[config.mk]
export PLATFORM = sky130hd
export DESIGN_NAME = toggle_heartbeat_watchdog
export DESIGN_NICKNAME = d
export VERILOG_FILES = /design/src/hbw_pkg.sv /design/src/hbw_step.sv /design/src/toggle_heartbeat_watchdog.sv
export SDC_FILE = /design/constraint.sdc
export NUM_CORES = 1
export LEC_CHECK = 0
export BUFFER_PORTS_ARGS = -buffer_cell sky130_fd_sc_hd__buf_2
export CAP_MARGIN = 10
export CORE_MARGIN = 2
export CORE_UTILIZATION = 50
export DETAILED_ROUTE_END_ITERATION = 7
export PLACE_DENSITY = 0.68
export SYNTH_ARGS = -nofsm -noshare
export SYNTH_HDL_FRONTEND = slang
export SYNTH_SLANG_ARGS = --single-unit
export TNS_END_PERCENT = 30
[constraint.sdc]
create_clock -name clk -period 3.3 [get_ports clk]
set_clock_uncertainty 0.05 [all_clocks]
set_input_delay 0.495 -clock clk [delete_from_list [all_inputs] [get_ports clk]]
set_output_delay 0.495 -clock clk [all_outputs]
set_load 0.01 [all_outputs]
[src/hbw_pkg.sv]
// Shared types and constants for the heartbeat toggle watchdog.
// Depends on nothing; imported by hbw_step and toggle_heartbeat_watchdog.
package hbw_pkg;

    localparam int SAMPLE_BITS  = 10;
    localparam int THRESH_BITS  = 10;
    localparam int COUNT_BITS   = 8;
    localparam int CFG_IDX_BITS = 2;
    localparam int CFG_DAT_BITS = 10;
    localparam int CMP_BITS     = (SAMPLE_BITS > THRESH_BITS) ? SAMPLE_BITS : THRESH_BITS;

    localparam logic [THRESH_BITS-1:0] THRESH_RESET  = THRESH_BITS'(900);
    localparam logic [COUNT_BITS-1:0]  TIMEOUT_RESET = COUNT_BITS'(40);
    localparam logic [COUNT_BITS-1:0]  GRACE_RESET   = COUNT_BITS'(40);

    // Configuration register indexes
    localparam logic [CFG_IDX_BITS-1:0] REG_LEVEL_THRESHOLD = 2'd0;
    localparam logic [CFG_IDX_BITS-1:0] REG_TOGGLE_TIMEOUT  = 2'd1;
    localparam logic [CFG_IDX_BITS-1:0] REG_GRACE_TICKS     = 2'd2;

    typedef enum logic [1:0] {
        MODE_FAULT = 2'd0,
        MODE_OK    = 2'd1,
        MODE_GRACE = 2'd2
    } mode_t;

    typedef struct packed {
        logic [THRESH_BITS-1:0] level_threshold;
        logic [COUNT_BITS-1:0]  toggle_timeout;
        logic [COUNT_BITS-1:0]  grace_ticks;
    } hbw_cfg_t;

    typedef struct packed {
        mode_t                 mode;
        logic [COUNT_BITS-1:0] toggle_count;
        logic [COUNT_BITS-1:0] grace_count;
        logic                  prior_level;
        logic                  level_known;
        logic                  alarm_flag;
    } hbw_state_t;

    localparam hbw_state_t STATE_RESET = '{
        mode:         MODE_FAULT,
        toggle_count: '0,
        grace_count:  '0,
        prior_level:  1'b0,
        level_known:  1'b0,
        alarm_flag:   1'b1
    };

    typedef struct packed {
        mode_t link_state;
        logic  served;
        logic  bus_enable;
        logic  bus_off_signal;
        logic  alarm_on;
        logic  host_reset_pulse;
    } hbw_result_t;

endpackage

[src/hbw_step.sv]
// One watchdog tick: threshold compare, toggle countdown and mode machine.
// Purely combinational; uses types from hbw_pkg.
module hbw_step (
    input  hbw_pkg::hbw_cfg_t                    cfg,
    input  hbw_pkg::hbw_state_t                  state,
    input  logic [hbw_pkg::SAMPLE_BITS-1:0]      sample,
    output hbw_pkg::hbw_state_t                  state_next,
    output hbw_pkg::hbw_result_t                 result
);
    import hbw_pkg::*;

    logic                  level;
    logic                  toggled;
    logic [COUNT_BITS-1:0] toggle_dec;
    logic [COUNT_BITS-1:0] toggle_new;
    logic                  is_served;
    logic [COUNT_BITS-1:0] grace_dec;
    logic                  bus_en;
    logic                  bus_off;
    logic                  pulse;

    // Derive level and the served countdown for this tick
    assign level      = CMP_BITS'(sample) > CMP_BITS'(cfg.level_threshold);
    assign toggled    = level != state.prior_level;
    assign toggle_dec = (state.toggle_count != '0) ? state.toggle_count - 1'b1
                                                   : state.toggle_count;
    assign toggle_new = toggled ? cfg.toggle_timeout : toggle_dec;
    assign is_served  = toggle_new != '0;
    assign grace_dec  = (state.grace_count != '0) ? state.grace_count - 1'b1
                                                  : state.grace_count;

    // Advance the mode machine
    always_comb begin
        state_next = state;
        bus_en     = 1'b0;
        bus_off    = 1'b1;
        pulse      = 1'b0;
        if (!state.level_known) begin
            // first tick only records the level
            state_next.prior_level = level;
            state_next.level_known = 1'b1;
            unique case (state.mode)
                MODE_OK:
                begin
                    bus_en  = 1'b1;
                    bus_off = 1'b0;
                end
                MODE_GRACE:
                begin
                    bus_en  = 1'b1;
                    bus_off = 1'b1;
                end
                default:
                begin
                    state_next.mode = MODE_FAULT;
                end
            endcase
        end else begin
            state_next.prior_level  = level;
            state_next.toggle_count = toggle_new;
            unique case (state.mode)
                MODE_OK:
                begin
                    bus_en  = 1'b1;
                    bus_off = 1'b0;
                    if (!is_served) begin
                        state_next.mode        = MODE_GRACE;
                        state_next.grace_count = cfg.grace_ticks;
                    end
                end
                MODE_GRACE:
                begin
                    bus_en  = 1'b1;
                    bus_off = 1'b1;
                    if (is_served) begin
                        state_next.mode = MODE_OK;
                    end else begin
                        state_next.grace_count = grace_dec;
                    end
                    if (state_next.grace_count == '0) begin
                        bus_en                = 1'b0;
                        state_next.alarm_flag = 1'b1;
                        pulse                 = 1'b1;
                        state_next.mode       = MODE_FAULT;
                    end
                end
                default:
                begin
                    state_next.mode = MODE_FAULT;
                    if (is_served) begin
                        state_next.alarm_flag = 1'b0;
                        state_next.mode       = MODE_OK;
                    end
                end
            endcase
        end
    end

    // Gather the pin levels after the step
    always_comb begin
        result.link_state       = state_next.mode;
        result.served           = state_next.toggle_count != '0;
        result.bus_enable       = bus_en;
        result.bus_off_signal   = bus_off;
        result.alarm_on         = state_next.alarm_flag;
        result.host_reset_pulse = pulse;
    end

endmodule

[src/toggle_heartbeat_watchdog.sv]
// Top level of the heartbeat toggle watchdog: channels, registers, pipeline.
// Depends on hbw_pkg and hbw_step.
//
// Usage:
//   Each transfer on the input channel (in_valid/in_ready, level_sample) is one
//   time-slice tick. Each tick yields exactly one result on the output channel
//   (out_valid/out_ready): link_state, served, bus_enable, bus_off_signal,
//   alarm_on and host_reset_pulse, all levels after that tick.
//   The configuration channel (cfg_valid/cfg_ready, cfg_index, cfg_data) writes
//   level_threshold (0), toggle_timeout (1) and grace_ticks (2); other indexes
//   are dropped. cfg_ready is always high; write only while the block is idle.
//   Path: an accepted tick is held in the input register, then its result is
//   presented from the result register until the receiver takes it.
//   Throughput: one tick per cycle while the receiver takes results; the
//   step logic between the two registers is combinational.
//   Reset: registers take 900/40/40, mode is fault with alarm on, counts zero,
//   and the next tick only records the heartbeat level.
//   When the receiver stalls the result holds; the input register still takes
//   one more tick, then in_ready drops until the result is taken.
module toggle_heartbeat_watchdog (
    input  logic                                 clk,
    input  logic                                 rst_n,
    input  logic                                 cfg_valid,
    output logic                                 cfg_ready,
    input  logic [hbw_pkg::CFG_IDX_BITS-1:0]     cfg_index,
    input  logic [hbw_pkg::CFG_DAT_BITS-1:0]     cfg_data,
    input  logic                                 in_valid,
    output logic                                 in_ready,
    input  logic [hbw_pkg::SAMPLE_BITS-1:0]      level_sample,
    output logic                                 out_valid,
    input  logic                                 out_ready,
    output logic [1:0]                           link_state,
    output logic                                 served,
    output logic                                 bus_enable,
    output logic                                 bus_off_signal,
    output logic                                 alarm_on,
    output logic                                 host_reset_pulse
);
    import hbw_pkg::*;

    hbw_cfg_t                cfg_reg;
    hbw_state_t              state_reg;
    hbw_state_t              state_next;
    hbw_result_t             result_next;
    hbw_result_t             result_reg;
    logic                    s1_valid_reg;
    logic [SAMPLE_BITS-1:0]  s1_sample_reg;
    logic                    out_valid_reg;
    logic                    s1_advance;

    // Configuration writes
    assign cfg_ready = 1'b1;

    always_ff @(posedge clk or negedge rst_n) begin
        if (!rst_n) begin
            cfg_reg.level_threshold <= THRESH_RESET;
            cfg_reg.toggle_timeout  <= TIMEOUT_RESET;
            cfg_reg.grace_ticks     <= GRACE_RESET;
        end else if (cfg_valid && cfg_ready) begin
            unique case (cfg_index)
                REG_LEVEL_THRESHOLD: cfg_reg.level_threshold <= cfg_data[THRESH_BITS-1:0];
                REG_TOGGLE_TIMEOUT:  cfg_reg.toggle_timeout  <= cfg_data[COUNT_BITS-1:0];
                REG_GRACE_TICKS:     cfg_reg.grace_ticks     <= cfg_data[COUNT_BITS-1:0];
                default:             ;
            endcase
        end
    end

    // Pipeline handshake
    assign s1_advance = s1_valid_reg && (!out_valid_reg || out_ready);
    assign in_ready   = !s1_valid_reg || !out_valid_reg || out_ready;

    // Hold the accepted sample in the input register
    always_ff @(posedge clk or negedge rst_n) begin
        if (!rst_n) begin
            s1_valid_reg <= 1'b0;
        end else if (in_ready) begin
            s1_valid_reg <= in_valid;
        end
    end

    always_ff @(posedge clk) begin
        if (in_valid && in_ready) begin
            s1_sample_reg <= level_sample;
        end
    end

    hbw_step u_step (
        .cfg        (cfg_reg),
        .state      (state_reg),
        .sample     (s1_sample_reg),
        .state_next (state_next),
        .result     (result_next)
    );

    // Advance watchdog state and the result register together
    always_ff @(posedge clk or negedge rst_n) begin
        if (!rst_n) begin
            state_reg     <= STATE_RESET;
            out_valid_reg <= 1'b0;
        end else begin
            if (s1_advance) begin
                state_reg     <= state_next;
                out_valid_reg <= 1'b1;
            end else if (out_ready) begin
                out_valid_reg <= 1'b0;
            end
        end
    end

    always_ff @(posedge clk) begin
        if (s1_advance) begin
            result_reg <= result_next;
        end
    end

    assign out_valid        = out_valid_reg;
    assign link_state       = result_reg.link_state;
    assign served           = result_reg.served;
    assign bus_enable       = result_reg.bus_enable;
    assign bus_off_signal   = result_reg.bus_off_signal;
    assign alarm_on         = result_reg.alarm_on;
    assign host_reset_pulse = result_reg.host_reset_pulse;

    // A reset pulse always lands in fault with the bus cut
    assert property (@(posedge clk) disable iff (!rst_n)
        (out_valid && host_reset_pulse) |-> (link_state == MODE_FAULT && !bus_enable))
        else $error("host reset pulse outside fault entry");

    // The bus is never enabled while the alarm is on
    assert property (@(posedge clk) disable iff (!rst_n)
        (out_valid && bus_enable) |-> !alarm_on)
        else $error("bus enabled with alarm on");

    // The unused mode code never reaches the watchdog state
    assert property (@(posedge clk) disable iff (!rst_n)
        state_reg.mode == MODE_FAULT || state_reg.mode == MODE_OK
        || state_reg.mode == MODE_GRACE)
        else $error("illegal watchdog mode");

    // A tick that leaves the input register shows up as a result next cycle
    assert property (@(posedge clk) disable iff (!rst_n)
        s1_advance |=> out_valid)
        else $error("result lost after input register advance");

endmodule

==> key figures <==
Synthesis
  • Sequential share of the synthesized area: 0.4720
  • Largest family of logic cells by synthesized area: compound AO/OA/AOI/OAI gates
  • Main synth FF type: dfrtp_1
  • Synth area leaders: dfrtp_1, edfxtp_1, dfstp_2, ha_1, mux2_2
  • Post-Synth Adder-Cell Area: 0.05743
  • Synth Register Bits: 66
  • Synth Area in Simple Gates: 0.1672
  • Post-synth EDFFs: 17
  • Mapped Cells: 376
  • Xor and xnor area share after synthesis: 0.004730
  • Synth unique cells: 59
  • Syn nets: 420
  • Compound-Gate Fraction of Synth Area: 0.1845
  • Mux cell area share after synthesis: 0.06554
  • Post-synth top area cell: dfrtp_1
  • Synth top area share: 0.2703
  • Syn Std Cell Area: around 3700 sq um
  • Post-synth ARST share: 0.7424
  • Syn avg cell area: between 9 and 10 sq um
  • Ys Warns: 0

Final layout
  • Share of layout cells above drive strength 1: 0.2352
  • Area grow syn2layout: 12.60%
  • N_diodes: 0
  • Max reg flops: 26
  • Commonest non-fill, non-tap cell in the layout: dfrtp_1
  • Most frequent cells in the layout: dfrtp_1, nand2_1, buf_2
  • Final net count: 460
  • Filler cells: 646

Routing
  • DRT iter0 DRCs: between 200 and 250
  • DRT Wirelength: just over 8000 um
  • Vias per cell: roughly 5.7
  • Drt first pass iters: 4
  • Post-DRT Antenna Nets: 0
  • DR vias: 2941
  • Post-DR wirelength/cell: 15.66 um
  • Remaining DRCs: 0

Critical path
  • Crit. End Element: flop
  • Setup CP Type: reg -> reg
  • Reg2reg setup slack: between 0.15 and 0.2 ns
  • Worst EP arrival: 3.30 ns
  • Setup crit start kind: flop
  • Critical Path RT: 3.50 ns
  • Worst r2r path cells: 9
  • Crit Path Max Fanout: 11

Die
  • I/O Pins: 37
  • Floorplan core area: 7214 sq um
  • FP Rows: 31
  • Die X: 90.07 um
  • Starting Density: 0.5134
  • Die area: 8112 sq um
  • Die height: 90.07 um

Clock tree
  • CTS Buf Count: 9
  • Hold_buf cts: 0
  • Deepest clock path buffer count: 2
  • Clk_lat worst skew: 0.34 ns
  • CTS tree: yes
  • Clk sink count: 66
  • Clock root buffer: clkbuf_8
  • H-tree Lvls: 3
  • Clk pin slew, worst setup/hold paths: ~0.080 ns

Global route
  • Vias in the first global route: around 2900
  • Antenna violations before repair: 0
  • Total GRT Usage: 0.2127
  • Global-route wire length before repair: 13880 um
  • Grt ovf: 0
  • Largest net degree at the start of global routing: 31

Power
  • Leakage power total: 1.779 nW
  • VDD IR max: about 0.00034 V
  • Power Density: between 700 and 800 nW/um^2

Timing
  • Setup TNS: 0 ns
  • Achievable Freq: 322.5 MHz
  • PnR worst setup slack: between 0.15 and 0.2 ns
  • Final setup vio count: 0
  • Final min period: 3.101 ns
  • Worst-Margin Slew: 0.6728 ns
  • Slew Limit Headroom: 0.5515
  • Final Hold Viols: 0
  • Final period utilization: 0.9396
  • Slew Viols, Final: 0
  • RSZ-0062 raised after global routing: false

Placement
  • GP Congestion: around 0.87
  • IO buf count: 35
  • Worst slack at placement: 0.09242 ns
  • DP HPWL: 6066 um

Job
  • Max-cap violations: 0

Worst hold path
  • Tightest Hold Check Type: in -> async

Run status
  • Status: complete, no violations
-- worst max-delay path, cell delays in order, from the launching register on --
cell and delay (ns):
dfstp_2 0.53, inv_1 0.05, ha_1 0.29, and4_1 0.22
a221o_1 0.36, a41o_1 0.30, or3_4 0.44, and2_4 0.23
o31a_1 0.33, a22oi_1 0.23
-- metal layers --
| metal | global-route usage | up-vias | part of all wire |
|---|---|---|---|
| li1 | - | 1444 | - |
| met1 | 0.2950 | 1396 | 0.47 |
| met2 | 0.3427 | 86 | 0.47 |
| met3 | 0.02850 | 15 | 0.043 |
| met4 | 0.07821 | 0 | 0.018 |
| met5 | 0 | - | 0 |
-- final timing paths --
check                                     start          endpoint
min in group clk                level_sample[3]  s1_sample_reg[3]
worst min register to register       cfg_reg[0]        cfg_reg[0]
worst max register to register      cfg_reg[18]      state_reg[0]
worst max-delay path                cfg_reg[18]      state_reg[0]
max in group asynchronous                 rst_n        cfg_reg[5]
worst min-delay path                      rst_n     state_reg[15]
-- layout make-up --
cell class	instances	area, sq um	area share
inverter	30	112.6	0.02700
clock inverter	7	52.55	0.01260
sequential	66	1748	0.4191
multi-input combinational	268	1789	0.4290
timing repair buffer	41	220.2	0.05281
tap	99	123.9	0.02970
clock buffer	9	123.9	0.02970
-- metrics by stage --
stage	hold slack (ns)	util	instance area (sq um)	instances	power (mW)
2_1_floorplan	0.1494	-	3704	376	2.073
3_3_place_gp	0.4424	0.5529	3989	504	2.357
3_5_place_dp	0.4457	0.5529	3989	504	2.387
4_1_cts	0.1582	0.5774	4165	520	3.005
5_1_grt	0.1890	0.5780	4170	520	3.238
6_report	0.1256	0.5780	4170	520	3.007
-- cell families (layout without fill, tap and decap cells) --
group,after synthesis,count (layout)
mux,22,22
xor+xnor,2,2
buf+inv,42,87
fa+ha+maj,17,17
other cells,1,1
simple gates,123,123
flops,66,66
compound gates,103,103
-- power breakdown --
group	switching, mW	total, mW	internal, mW
registers	0.186	1.24	1.06
clock network	0.342	0.618	0.276
logic	0.659	1.15	0.486
-- synthesized netlist by cell type (all sizes together), types with 3 or more instances --
master	number
mux2	18
dfstp	9
or3	5
a22oi	6
buf	3
nor4	4
o22ai	7
ha	17
nand2	38
nor3	11
o221ai	3
a21oi	27
nor2	21
a21o	4
nand4	4
or2	5
edfxtp	17
o21ai	28
nand2b	10
and4	3
mux2i	4
nand3b	3
o211ai	3
a31oi	3
dfrtp	40
nand3	10
clkbuf	9
inv	30
-- what timing repair did --
| item | 4_1_cts | 5_1_grt |
|---|---|---|
| resized for setup | 0 | 2 |
| setup endpoints to repair | 0 | 6 |
| setup buffers | 0 | 0 |
No activity file was read; power rests on OpenSTA's default activity.
